==> src/design/scs_pkg.sv <==
`timescale 1ns / 1ps
`default_nettype none
package scs_pkg;
  localparam int MaxSlides = 16;
  localparam int IdxW = 4;
  localparam int TimeW = 27;
  localparam int ElapW = 32;
  localparam int AlphaW = 17;
  localparam logic [AlphaW-1:0] AlphaOne = 17'h10000;

  typedef enum logic [1:0] {
    ACT_TICK = 2'd0,
    ACT_SKIP = 2'd1,
    ACT_LOAD = 2'd2,
    ACT_START = 2'd3
  } action_t;

  localparam logic [0:0] REG_COUNT = 1'b0;
  localparam logic [0:0] REG_LOCKOUT = 1'b1;

  // controller to datapath
  typedef struct packed {
    logic capture;     // latch input item
    logic clr_sum;     // advance elapsed for tick or skip
    logic sum_step;    // add table entry i to total
    logic sum_done;    // commit total and prepare step
    logic walk_init;   // begin slide walk
    logic walk_step;   // examine slide i
    logic div_init;    // begin fraction division
    logic div_step;    // one quotient bit
    logic div_done;    // commit alpha
    logic out_load;    // present result
  } scs_cmd_t;

  // datapath to controller
  typedef struct packed {
    logic [1:0] action;
    logic n_zero;      // no slides in use
    logic last_i;      // index at last slide
    logic need_refresh;// tick/skip will change state
    logic at_end;      // elapsed at or past total
    logic hit;         // slide i covers elapsed
    logic need_div;    // fraction non-trivial
    logic div_last;    // final quotient bit
  } scs_sts_t;
endpackage
`default_nettype wire

==> src/design/scs_ram.sv <==
`timescale 1ns / 1ps
`default_nettype none
module scs_ram #(
  parameter int Width = 8,
  parameter int Depth = 16
) (
  input  wire logic                     clk,
  input  wire logic                     we,
  input  wire logic [$clog2(Depth)-1:0] waddr,
  input  wire logic [Width-1:0]         wdata,
  input  wire logic [$clog2(Depth)-1:0] raddr,
  output logic      [Width-1:0]         rdata
);
  logic [Width-1:0] mem [Depth];

  // write port and registered read
  always_ff @(posedge clk) begin
    if (we) mem[waddr] <= wdata;
    rdata <= mem[raddr];
  end
endmodule
`default_nettype wire

==> src/design/scs_datapath.sv <==
`timescale 1ns / 1ps
`default_nettype none
module scs_datapath import scs_pkg::*; (
  input  wire logic              clk,
  input  wire logic              rst_n,
  input  wire scs_cmd_t          cmd,
  output scs_sts_t               sts,
  input  wire logic [1:0]        in_action,
  input  wire logic [IdxW-1:0]   in_slide_number,
  input  wire logic [TimeW-1:0]  in_hold_time,
  input  wire logic [TimeW-1:0]  in_fade_time,
  input  wire logic [19:0]       in_delta_time,
  input  wire logic [4:0]        slide_count,
  input  wire logic [ElapW-1:0]  skip_lockout,
  output logic [IdxW-1:0]        out_slide_index,
  output logic                   out_slide_valid,
  output logic [AlphaW-1:0]      out_blend_alpha,
  output logic                   out_finished,
  output logic                   out_skip_done
);
  logic [1:0]       act_r;
  logic [19:0]      delta_r;
  logic [ElapW-1:0] elapsed_r, total_r, sum_r, start_r;
  logic             done_r, valid_r, skipped_r;
  logic [IdxW-1:0]  cur_r, i_r;
  logic [AlphaW-1:0] alpha_r;
  logic [TimeW-1:0] hold_q, fade_q;
  logic [43:0]      rem_r;
  logic [AlphaW-1:0] quo_r;
  logic [4:0]       dcnt_r;
  logic [TimeW-1:0] dhold_r, dfade_r;
  logic [ElapW:0]   into_r;

  logic [4:0] n_used;
  assign n_used = (slide_count > 5'(MaxSlides)) ? 5'(MaxSlides) : slide_count;
  logic [IdxW-1:0] last_idx;
  assign last_idx = IdxW'(n_used - 5'd1);

  logic we;
  assign we = cmd.capture && (in_action == ACT_LOAD);

  scs_ram #(.Width(TimeW), .Depth(MaxSlides)) u_hold (
    .clk, .we, .waddr(in_slide_number), .wdata(in_hold_time),
    .raddr(i_r), .rdata(hold_q));
  scs_ram #(.Width(TimeW), .Depth(MaxSlides)) u_fade (
    .clk, .we, .waddr(in_slide_number), .wdata(in_fade_time),
    .raddr(i_r), .rdata(fade_q));

  logic [ElapW:0] end_w, sum_w, el_add;
  assign end_w = {1'b0, start_r} + (ElapW+1)'(hold_q) + (ElapW+1)'(fade_q);
  assign sum_w = {1'b0, sum_r} + (ElapW+1)'(hold_q) + (ElapW+1)'(fade_q);
  assign el_add = {1'b0, elapsed_r} + (ElapW+1)'(delta_r);

  logic [43:0] trial;
  assign trial = {rem_r[42:0], 1'b0};

  // status
  assign sts.action = act_r;
  assign sts.n_zero = (n_used == 5'd0);
  assign sts.last_i = (i_r == last_idx);
  assign sts.need_refresh = !done_r &&
    ((act_r == ACT_TICK) || (act_r == ACT_SKIP && elapsed_r >= skip_lockout));
  assign sts.at_end = (elapsed_r >= total_r);
  assign sts.hit = ({1'b0, elapsed_r} < end_w);
  assign sts.need_div = (fade_q != '0) &&
    (({1'b0, elapsed_r} - {1'b0, start_r}) > (ElapW+1)'(hold_q));
  assign sts.div_last = (dcnt_r == 5'd0);

  always_ff @(posedge clk) begin
    if (!rst_n) begin
      elapsed_r <= '0; total_r <= '0; done_r <= 1'b1; cur_r <= '0;
      valid_r <= 1'b0; alpha_r <= '0; i_r <= '0; skipped_r <= 1'b0;
    end else begin
      // hold item
      if (cmd.capture) begin
        act_r <= in_action;
        delta_r <= in_delta_time; skipped_r <= 1'b0;
        i_r <= '0;
        if (in_action == ACT_START) begin
          elapsed_r <= '0; alpha_r <= '0; cur_r <= '0; valid_r <= 1'b0;
          total_r <= '0; sum_r <= '0; done_r <= 1'b1;
        end
      end
      // advance elapsed for tick or skip
      if (cmd.clr_sum) begin
        if (act_r == ACT_TICK)
          elapsed_r <= el_add[ElapW] ? '1 : el_add[ElapW-1:0];
        else begin
          elapsed_r <= total_r; skipped_r <= 1'b1;
        end
      end
      // accumulate total
      if (cmd.sum_step) begin
        sum_r <= sum_w[ElapW] ? '1 : sum_w[ElapW-1:0];
        i_r <= i_r + IdxW'(1);
      end
      if (cmd.sum_done) begin
        total_r <= sum_r; done_r <= (sum_r == '0); valid_r <= 1'b1;
      end
      // walk slides
      if (cmd.walk_init) begin
        i_r <= '0; start_r <= '0;
        if (n_used == 5'd0) begin
          done_r <= 1'b1; alpha_r <= AlphaOne;
        end else if (elapsed_r >= total_r) begin
          done_r <= 1'b1; cur_r <= last_idx; valid_r <= 1'b1; alpha_r <= AlphaOne;
        end
      end
      if (cmd.walk_step) begin
        if ({1'b0, elapsed_r} < end_w) begin
          cur_r <= i_r; valid_r <= 1'b1;
          into_r <= {1'b0, elapsed_r} - {1'b0, start_r};
          dhold_r <= hold_q; dfade_r <= fade_q;
          alpha_r <= '0;
        end else if (i_r == last_idx) begin
          done_r <= 1'b1; cur_r <= last_idx; valid_r <= 1'b1; alpha_r <= AlphaOne;
        end else begin
          start_r <= end_w[ElapW-1:0]; i_r <= i_r + IdxW'(1);
        end
      end
      // restoring division, one bit a cycle
      if (cmd.div_init) begin
        rem_r <= 44'(into_r - (ElapW+1)'(dhold_r));
        quo_r <= '0; dcnt_r <= 5'd16;
      end
      if (cmd.div_step) begin
        if (dcnt_r == 5'd16) begin
          if (rem_r >= 44'(dfade_r)) begin
            quo_r <= {quo_r[AlphaW-2:0], 1'b1}; rem_r <= rem_r - 44'(dfade_r);
          end else quo_r <= {quo_r[AlphaW-2:0], 1'b0};
        end else if (trial >= 44'(dfade_r)) begin
          quo_r <= {quo_r[AlphaW-2:0], 1'b1}; rem_r <= trial - 44'(dfade_r);
        end else begin
          quo_r <= {quo_r[AlphaW-2:0], 1'b0}; rem_r <= trial;
        end
        dcnt_r <= dcnt_r - 5'd1;
      end
      if (cmd.div_done)
        alpha_r <= (quo_r > AlphaOne) ? AlphaOne : quo_r;
      // present result
      if (cmd.out_load) begin
        out_slide_index <= cur_r; out_slide_valid <= valid_r;
        out_blend_alpha <= alpha_r; out_finished <= done_r;
        out_skip_done <= skipped_r;
      end
    end
  end
endmodule
`default_nettype wire

==> src/design/scs_ctrl.sv <==
`timescale 1ns / 1ps
`default_nettype none
module scs_ctrl import scs_pkg::*; (
  input  wire logic     clk,
  input  wire logic     rst_n,
  input  wire logic     in_valid,
  output logic          in_ready,
  output logic          out_valid,
  input  wire logic     out_ready,
  output scs_cmd_t      cmd,
  input  wire scs_sts_t sts
);
  typedef enum logic [3:0] {
    S_IDLE, S_DECODE, S_SUMRD, S_SUM, S_WALKINIT, S_WALKRD, S_WALK,
    S_DIVINIT, S_DIV, S_DIVDONE, S_OUT, S_WAIT
  } state_t;
  state_t state_r, state_nxt;
  logic ov_r, ov_nxt;

  assign in_ready = (state_r == S_IDLE);
  assign out_valid = ov_r;

  always_comb begin
    cmd = '0;
    state_nxt = state_r;
    ov_nxt = ov_r;
    if (ov_r && out_ready) ov_nxt = 1'b0;
    case (state_r)
      S_IDLE: if (in_valid) begin
        cmd.capture = 1'b1; state_nxt = S_DECODE;
      end
      S_DECODE: begin
        case (sts.action)
          ACT_LOAD: state_nxt = S_OUT;
          ACT_START: state_nxt = sts.n_zero ? S_OUT : S_SUMRD;
          default: if (sts.need_refresh) begin
            cmd.clr_sum = 1'b1; state_nxt = S_WALKINIT;
          end else state_nxt = S_OUT;
        endcase
      end
      S_SUMRD: state_nxt = S_SUM;
      S_SUM: begin
        cmd.sum_step = 1'b1;
        state_nxt = sts.last_i ? S_WALKINIT : S_SUMRD;
        if (sts.last_i) cmd.sum_done = 1'b0;
      end
      S_WALKINIT: begin
        if (sts.action == ACT_START) cmd.sum_done = 1'b1;
        state_nxt = S_WALKRD;
      end
      S_WALKRD: begin
        if (sts.action == ACT_START) begin
          cmd.walk_init = 1'b1;
          state_nxt = (sts.n_zero || sts.at_end) ? S_OUT : S_WALK;
        end else begin
          cmd.walk_init = 1'b1;
          state_nxt = (sts.n_zero || sts.at_end) ? S_OUT : S_WALK;
        end
      end
      S_WALK: begin
        state_nxt = S_DIVINIT;
      end
      S_DIVINIT: begin
        cmd.walk_step = 1'b1;
        if (sts.hit) state_nxt = sts.need_div ? S_DIV : S_OUT;
        else state_nxt = sts.last_i ? S_OUT : S_WALK;
        if (sts.hit && sts.need_div) cmd.div_init = 1'b0;
      end
      S_DIV: begin
        cmd.div_init = 1'b1; state_nxt = S_DIVDONE;
      end
      S_DIVDONE: begin
        cmd.div_step = 1'b1;
        if (sts.div_last) state_nxt = S_WAIT;
      end
      S_WAIT: begin
        cmd.div_done = 1'b1; state_nxt = S_OUT;
      end
      S_OUT: if (!ov_r || out_ready) begin
        cmd.out_load = 1'b1; ov_nxt = 1'b1; state_nxt = S_IDLE;
      end
      default: state_nxt = S_IDLE;
    endcase
  end

  // hold state and result valid
  always_ff @(posedge clk) begin
    if (!rst_n) begin
      state_r <= S_IDLE; ov_r <= 1'b0;
    end else begin
      state_r <= state_nxt; ov_r <= ov_nxt;
    end
  end
endmodule
`default_nettype wire

==> src/design/slide_crossfade_sequencer_unit.sv <==
`timescale 1ns / 1ps
`default_nettype none
// Slide sequencer: load, start, tick and skip items each give one result.
// A load, or a tick or skip that changes nothing, goes from decode straight to
// the result. A start sums the table slide by slide, then walks; a tick or skip
// walks the slides (registered table read) and, if the slide found is in its
// fade, runs a divider of 17 one-bit steps with a set-up step before and a
// commit step after. The result may then wait for out_ready. One item is in
// work at a time.
module slide_crossfade_sequencer_unit import scs_pkg::*; (
  input  wire logic              clk,
  input  wire logic              rst_n,
  input  wire logic              in_valid,
  output logic                   in_ready,
  input  wire logic [1:0]        in_action,
  input  wire logic [IdxW-1:0]   in_slide_number,
  input  wire logic [TimeW-1:0]  in_hold_time,
  input  wire logic [TimeW-1:0]  in_fade_time,
  input  wire logic [19:0]       in_delta_time,
  output logic                   out_valid,
  input  wire logic              out_ready,
  output logic [IdxW-1:0]        out_slide_index,
  output logic                   out_slide_valid,
  output logic [AlphaW-1:0]      out_blend_alpha,
  output logic                   out_finished,
  output logic                   out_skip_done,
  input  wire logic              cfg_psel,
  input  wire logic              cfg_penable,
  input  wire logic              cfg_pwrite,
  input  wire logic [2:2]        cfg_paddr,
  input  wire logic [31:0]       cfg_pwdata,
  output logic [31:0]            cfg_prdata,
  output logic                   cfg_pready
);
  logic [4:0]  count_r;
  logic [31:0] lock_r;
  scs_cmd_t cmd;
  scs_sts_t sts;

  assign cfg_pready = 1'b1;
  assign cfg_prdata = (cfg_paddr[2] == REG_LOCKOUT) ? lock_r : {27'd0, count_r};

  // register writes
  always_ff @(posedge clk) begin
    if (!rst_n) begin
      count_r <= '0; lock_r <= '0;
    end else if (cfg_psel && cfg_penable && cfg_pwrite) begin
      if (cfg_paddr[2] == REG_COUNT) count_r <= cfg_pwdata[4:0];
      else lock_r <= cfg_pwdata;
    end
  end

  scs_ctrl u_ctrl (
    .clk, .rst_n, .in_valid, .in_ready, .out_valid, .out_ready, .cmd, .sts);

  scs_datapath u_dp (
    .clk, .rst_n, .cmd, .sts, .in_action, .in_slide_number, .in_hold_time,
    .in_fade_time, .in_delta_time, .slide_count(count_r), .skip_lockout(lock_r),
    .out_slide_index, .out_slide_valid, .out_blend_alpha, .out_finished,
    .out_skip_done);
endmodule
`default_nettype wire

==> config.mk <==
export PLATFORM = sky130hd
export DESIGN_NAME = slide_crossfade_sequencer_unit
export DESIGN_NICKNAME = d
export VERILOG_FILES = /design/src/design/scs_pkg.sv /design/src/design/scs_ram.sv /design/src/design/scs_datapath.sv /design/src/design/scs_ctrl.sv /design/src/design/slide_crossfade_sequencer_unit.sv
export SDC_FILE = /design/constraint.sdc
export NUM_CORES = 2
export LEC_CHECK = 0
export BUFFER_PORTS_ARGS = -buffer_cell sky130_fd_sc_hd__buf_2
export CAP_MARGIN = 20
export CORE_ASPECT_RATIO = 0.5
export CORE_MARGIN = 2
export CORE_UTILIZATION = 56
export DETAILED_ROUTE_END_ITERATION = 6
export PLACE_DENSITY = 0.83
export RECOVER_POWER = 25
export SLEW_MARGIN = 5
export SYNTH_ARGS = -nofsm -noshare
export SYNTH_HDL_FRONTEND = slang
export SYNTH_SLANG_ARGS = --single-unit
==> constraint.sdc <==
create_clock -name clk -period 14.9 [get_ports clk]
set_input_delay 2.235 -clock clk [delete_from_list [all_inputs] [get_ports clk]]
set_output_delay 2.235 -clock clk [all_outputs]
set_load 0.005 [all_outputs]
Word level (Yosys, flattened, before mapping):

Memories as Yosys holds them, arrays and structs flattened. A register that Yosys moved wholly into a read port is not among the register bits.
Index checks and enable logic that the tools add are counted.

* input port bits: 120
* memories: 2
* flip-flop bits (word level): 397
* memory bits (writable): 864
* word-level logic and storage cells: 210

* multiplexer cells: 103
* equality and inequality tests: 21
* reduce and logical (&&, ||, !) cells: 36
* magnitude comparators: 8
* add/subtract/negate cells: 12
* bitwise gates (word level): 1

Memories
* u_dp.u_fade.mem: words 16, width 27, read ports 1, clocked after Yosys merged registers in 1, wr ports 1, line scs_ram.sv:14 `logic [Width-1:0] mem [Depth];`
* u_dp.u_hold.mem: words 16, width 27, read ports 1, clocked after Yosys merged registers in 1, wr ports 1, line scs_ram.sv:14

Operators by type and width (count)
* $mux 32: 13
* $mux 44: 5
* $mux 17: 12
* $ge 44x27->1: 2
* $mux 4: 22
* $sub 44x27->44: 2
* $add 32x27->33: 2
* $add 33x27->33: 2
* $ge 32x32->1: 2
* $pmux 4 s12: 1
* $mux 1: 44
* $sub 33x27->34: 1
* $add 32x20->33: 1
* $gt 33x27->1: 1
* $lt 32x33->1: 1
* $sub 32x32->33: 1
* $logic_not 32->1: 1
* $reduce_bool 27->1: 1
* $gt 17x17->1 const B: 1
* $eq 4x3->1 const B: 4
* $eq 4x4->1 const B: 4
* $mux 5: 3
* $reduce_and 2->1: 7
* $reduce_bool 2->1: 7
* 24 further kinds: 41

Logic depth before layout (Yosys ltp):

* word-level depth: 10
* depth in mapped cells: 25
* mapped depth without buffers: 24

Cells and area by module:

Synthesis repeated with hierarchy kept, for this count alone.

* cell total of the unflattened synthesis: 4877
* area total of the unflattened synthesis: 65042.4 um^2

By module, submodules not included
* scs_ram: cells an instance 710, area each 16892.5 um^2, times used 2
* scs_datapath: cells an instance 3194, area each 29011.6 um^2, times used 1
* slide_crossfade_sequencer_unit: cells an instance 194, area each 1741.7 um^2, times used 1
* scs_ctrl: cells an instance 69, area each 504.2 um^2, times used 1

Worst setup path before layout:

OpenSTA, ideal clock, no wires.

* path type: reg-to-reg
* start: reg u_dp.start_r[1]
* end: reg u_dp.dfade_r[0], enable pin
* path buffers: 0
* arrival: 10492 ps
* slack: 3769 ps
* period minus slack after synthesis: 11131 ps
* stages on the path, launching flop included: 22
* cells stage by stage: edfxtp_1 -> fa_1 -> ha_1 -> inv_1 -> fa_1 -> nor2b_1 -> o211ai_1 -> a21boi_0 -> o211ai_1 -> a21oi_1 -> a21oi_1 -> o31ai_1 -> a21oi_1 -> xor2_1 -> ha_1 -> a21o_1 -> a21oi_1 -> o211ai_1 -> a221o_1 -> a31oi_1 -> nor3_2 -> nor3_1

* longest elaborated chain between the ends: 4

RTL lines
* start, declared: line scs_datapath.sv:23 `logic [ElapW-1:0] elapsed_r, total_r, sum_r, start_r;`
* start signal, assigned: line scs_datapath.sv:118 `start_r <= end_w[ElapW-1:0]; i_r <= i_r + IdxW'(1);`
* $add 32x27->33: line scs_datapath.sv:50 `assign end_w = {1'b0, start_r} + (ElapW+1)'(hold_q) + (ElapW+1)'(fade_q);`
* $add 33x27->33: line scs_datapath.sv:50
* $lt 32x33->1: line scs_datapath.sv:110 `if ({1'b0, elapsed_r} < end_w) begin`
* $reduce_and 3->1 (no line)
* end signal, assigned: line scs_datapath.sv:113 `dhold_r <= hold_q; dfade_r <= fade_q;`
* end, declared: line scs_datapath.sv:31 `logic [TimeW-1:0] dhold_r, dfade_r;`

Every way passes these cells.
A chain may end at the register's enable or synchronous reset.

Worst setup path in the final report:

* start: reg u_dp.start_r[1]
* end: reg u_dp.into_r[24], enable pin

* longest elaborated chain between the ends: 4

RTL lines
* $add 32x27->33: line scs_datapath.sv:50
* $add 33x27->33: line scs_datapath.sv:50
* $lt 32x33->1: line scs_datapath.sv:110
* $reduce_and 3->1 (no line)
* end signal, assigned: line scs_datapath.sv:112 `into_r <= {1'b0, elapsed_r} - {1'b0, start_r};`
* end, declared: line scs_datapath.sv:32 `logic [ElapW:0] into_r;`

Every way passes these cells.

==> impl_metrics.prom <==
# TYPE chip_impl_metric gauge
chip_impl_metric{name="cts_repair_resize_count",unit=""} 0
chip_impl_info{name="layout.cells.most_common_list",value="1127 x sky130_fd_sc_hd__edfxtp_1, 337 x sky130_fd_sc_hd__a21oi_1, 329 x sky130_fd_sc_hd__nand2_1"} 1
chip_impl_metric{name="synthesis_stage_register_bit_count",unit=""} 1315
chip_impl_metric{name="antenna_found_initial",unit=""} 24
chip_impl_metric{name="yosys-mux-area-fraction",unit=""} 0.0977
chip_impl_metric{name="setup_total_negative_slack",unit="ps"} 0
chip_impl_metric{name="numPlacedInstances",unit=""} 6273
chip_impl_metric{name="share_of_the_synthesized_area_in_compound_gates_ao_oa_aoi_oai",unit=""} 0.104
chip_impl_metric{name="finalCritPeriodShare",unit=""} 0.522
chip_impl_metric{name="mappedNetlistNets",unit=""} 5193
chip_impl_metric{name="cellPowerDensity",unit="mW/mm2"} 129
chip_impl_metric{name="floorplan.initialDensity",unit=""} 0.568
chip_impl_metric{name="post_synth_fa_ha_maj_area_fraction",unit=""} 0.0797
chip_impl_metric{name="total_routing_resource_utilization_after_global_routing",unit=""} 0.332
chip_impl_info{name="cp-end-kind",value="register"} 1
chip_impl_metric{name="share_of_cells_above_drive_strength_1",unit=""} 0.145
chip_impl_metric{name="arrival_worst_endpoint",unit="ps"} 8120
chip_impl_metric{name="row_count",unit=""} 87
chip_impl_metric{name="num_vias",unit=""} 44392
chip_impl_metric{name="worst_slew_margin_rel",unit=""} 0.136
chip_impl_info{name="cts_root_buffer",value="sky130_fd_sc_hd__clkbuf_16"} 1
chip_impl_metric{name="critical_path_peak_fanout",unit=""} 49
chip_impl_metric{name="asyncSetResetFlopFracSynth",unit=""} 0
chip_impl_info{name="outcome",value="finished, final reports clean"} 1
chip_impl_info{name="synth_area_leaders",value="sky130_fd_sc_hd__edfxtp_1 53%, sky130_fd_sc_hd__mux4_2 9.5%, sky130_fd_sc_hd__ha_1 6.1%"} 1
chip_impl_metric{name="grt_pass1_vias",unit=""} 42507
chip_impl_metric{name="core_area",unit="mm2"} 0.113
chip_impl_info{name="synth_area_leader_cell",value="sky130_fd_sc_hd__edfxtp_1"} 1
chip_impl_info{name="setup.worst_path.start_class",value="register"} 1
chip_impl_metric{name="post-synth-top-area-fraction",unit=""} 0.527
chip_impl_metric{name="final.hold.worst_slack",unit="ps"} 436
chip_impl_metric{name="synth-warning-count",unit=""} 0
chip_impl_metric{name="post_synth_num_cell_types",unit=""} 103
chip_impl_metric{name="antenna_violating_nets_post_route",unit=""} 0
chip_impl_metric{name="number_of_hold_slack_violations_in_the_final_timing_report",unit=""} 0
chip_impl_metric{name="globalplace.congestion",unit=""} 1.03
chip_impl_metric{name="clk_transition_reported_paths",unit="ps"} 70
chip_impl_metric{name="numCtsBuffers",unit=""} 110
chip_impl_metric{name="maxSlewViolCount",unit=""} 0
chip_impl_info{name="synth_top_family_by_area",value="compound AO/OA/AOI/OAI gates"} 1
chip_impl_metric{name="clockBufferDepth",unit=""} 3
chip_impl_metric{name="synth_enable_flop_cells",unit=""} 1127
chip_impl_metric{name="gr-total-overflow",unit=""} 0
chip_impl_metric{name="detailedRoute.firstPassIterationCount",unit=""} 7
chip_impl_metric{name="clkLatencyLatePin",unit="ps"} 780
chip_impl_metric{name="utilization",unit=""} 0.624
chip_impl_metric{name="grt_start_max_net_pins",unit=""} 145
chip_impl_metric{name="drt_first_iter_violations",unit=""} 6273
chip_impl_metric{name="grt_pass1_wl",unit="um"} 287000
chip_impl_info{name="dominantRegCellSynth",value="sky130_fd_sc_hd__edfxtp_1"} 1
chip_impl_metric{name="max_cap_violations",unit=""} 0
chip_impl_metric{name="netlist_area",unit="mm2"} 0.0643
chip_impl_metric{name="total_leakage_power",unit="nW"} 25.0
chip_impl_metric{name="die_height",unit="um"} 244
chip_impl_metric{name="routedWlPerCell",unit="um"} 30.4
chip_impl_metric{name="setup_viol",unit=""} 0
chip_impl_metric{name="viasPerCell",unit=""} 6.83
chip_impl_metric{name="final_period_minus_worst_setup_slack",unit="ps"} 7780
chip_impl_metric{name="cts_post_setup_buffers_inserted",unit=""} 0
chip_impl_metric{name="die-area",unit="mm2"} 0.118
chip_impl_metric{name="synth_xor_area_frac",unit=""} 0.0252
chip_impl_metric{name="synthSimpleGateAreaFrac",unit=""} 0.0808
chip_impl_info{name="commonest_non_fill_non_tap_cell_in_the_layout",value="sky130_fd_sc_hd__edfxtp_1"} 1
chip_impl_info{name="hold_path.class",value="register to register"} 1
chip_impl_info{name="rsz_0062_raised_after_global_routing",value="no"} 1
chip_impl_metric{name="totalWireLength",unit="um"} 198000
chip_impl_metric{name="worst_clock_skew",unit="ps"} 74.8
chip_impl_metric{name="n_fill_cell",unit=""} 8053
chip_impl_metric{name="numPortBuffers",unit=""} 177
chip_impl_metric{name="detail_placement_hpwl",unit="um"} 126000
chip_impl_metric{name="cts_hold_buf",unit=""} 0
chip_impl_metric{name="critPathRequiredTime",unit="ps"} 15240
chip_impl_metric{name="die_x",unit="um"} 483
chip_impl_metric{name="report.power.total",unit="mW"} 9.10
chip_impl_metric{name="cts.sinks",unit=""} 1315
chip_impl_metric{name="drcViolationCount",unit=""} 0
chip_impl_metric{name="nNetsFinal",unit=""} 5373
chip_impl_metric{name="number_of_top_level_pins",unit=""} 179
chip_impl_metric{name="worstMarginPinSlew",unit="ps"} 1300
chip_impl_metric{name="ir_drop",unit="mV"} 0.102
chip_impl_info{name="cts_tree",value="done"} 1
chip_impl_metric{name="netlist_instances",unit=""} 4700
chip_impl_metric{name="maxClockFrequency",unit="MHz"} 129
chip_impl_metric{name="htreeDepth",unit=""} 3
chip_impl_metric{name="final_cells",unit=""} 6499
chip_impl_metric{name="synth.yosys.seq_area_share",unit=""} 0.585
chip_impl_metric{name="layout_stage_area_growth_over_the_synthesis_result",unit="%"} 9.97
chip_impl_info{name="path_class",value="register to register"} 1
chip_impl_metric{name="avgSynthCellArea",unit="um2"} 13.7
area by class of cell:
type	instances	area, um2	area share
sequential	1315	37600	0.532
multi-input combinational	2940	25100	0.355
clock buffer	142	2910	0.0412
tap	1513	1890	0.0268
timing repair buffer	260	1500	0.0212
inverter	253	950	0.0134
clock inverter	62	668	0.00945
antenna	14	35.0	0.000496
through the flow:
step / instance area [um2] / setup slack (ps)
6_report: 70700 / 7120
5_1_grt: 70700 / 6730
4_1_cts: 70600 / 7280
3_5_place_dp: 67000 / 7560
3_3_place_gp: 67000 / 7570
2_1_floorplan: 64300 / 3770
critical path, cell delays in order (launching register included):
cell	delay, ps
sky130_fd_sc_hd__edfxtp_1	510
sky130_fd_sc_hd__fa_1	590
sky130_fd_sc_hd__ha_1	240
sky130_fd_sc_hd__inv_1	100
sky130_fd_sc_hd__fa_1	480
sky130_fd_sc_hd__nor2b_1	180
sky130_fd_sc_hd__o211ai_1	100
sky130_fd_sc_hd__a21boi_0	340
sky130_fd_sc_hd__o211ai_1	180
sky130_fd_sc_hd__a21oi_1	560
sky130_fd_sc_hd__a21oi_1	280
sky130_fd_sc_hd__o31ai_1	310
sky130_fd_sc_hd__a21oi_1	120
sky130_fd_sc_hd__xor2_1	190
sky130_fd_sc_hd__ha_1	280
sky130_fd_sc_hd__a21o_1	160
sky130_fd_sc_hd__a21oi_1	280
sky130_fd_sc_hd__o211ai_1	170
sky130_fd_sc_hd__a221o_1	360
sky130_fd_sc_hd__a31oi_1	330
sky130_fd_sc_hd__nor3_2	210
sky130_fd_sc_hd__nor3_2	210
sky130_fd_sc_hd__buf_4	500
sky130_fd_sc_hd__buf_4	640
registers in the layout (all words and copies together) (netlist names), 32 cells and up:
| signal | flops |
|---|---|
| lock_r | 32 |
| u_dp.rem_r | 44 |
| u_dp.sum_r | 32 |
| u_dp.u_fade.mem | 432 |
| u_dp.into_r | 33 |
| u_dp.u_hold.mem | 432 |
| u_dp.start_r | 32 |
| u_dp.elapsed_r | 32 |
| u_dp.total_r | 32 |
synth_stat cells, drive strengths merged (48+ instances only):
library cell and number:
ha 312, dfxtp 188, fa 61, nand2b 60, nand2 330, a21oi 339
o21ai 218, mux4 270, nand4 48, xor2 86, nand3 116, edfxtp 1127
xnor2 99, nor2 198, clkbuf 147, inv 253, a21o 97, nor3 55
metal layers:
| layer | vias to the layer above | global-route usage | part of all wire |
|---|---|---|---|
| met1 | 21978 | 0.450 | 0.38 |
| met5 | - | 0 | 0.00039 |
| met3 | 616 | 0.0826 | 0.12 |
| li1 | 18502 | - | - |
| met2 | 3284 | 0.507 | 0.45 |
| met4 | 12 | 0.156 | 0.052 |
where the power goes:
part | internal, mW | total [mW] | switching, mW
clock network | 1.54 | 2.97 | 1.43
registers | 4.14 | 4.29 | 0.148
logic | 0.724 | 1.84 | 1.12
worst paths after layout:
check,slack (ps),startpoint,cells after the start,endpoint
max,7120,u_dp.start_r[1],23,u_dp.into_r[24]
min,440,u_dp.alpha_r[7],0,u_dp.out_blend_alpha[7]
max reg2reg,7120,u_dp.start_r[1],23,u_dp.into_r[24]
min reg2reg,440,u_dp.alpha_r[7],0,u_dp.out_blend_alpha[7]
logic make-up (layout without fill, tap and decap cells):
| kind of cell | Yosys count | after routing |
|---|---|---|
| flops | 1315 | 1315 |
| simple gates | 1053 | 1053 |
| compound gates | 1039 | 1039 |
| buf+inv | 445 | 717 |
| fa+ha+maj | 373 | 373 |
| mux | 289 | 289 |
| xor+xnor | 185 | 185 |
| other cells | 1 | 15 |
Power figures use the tool's default switching activity.
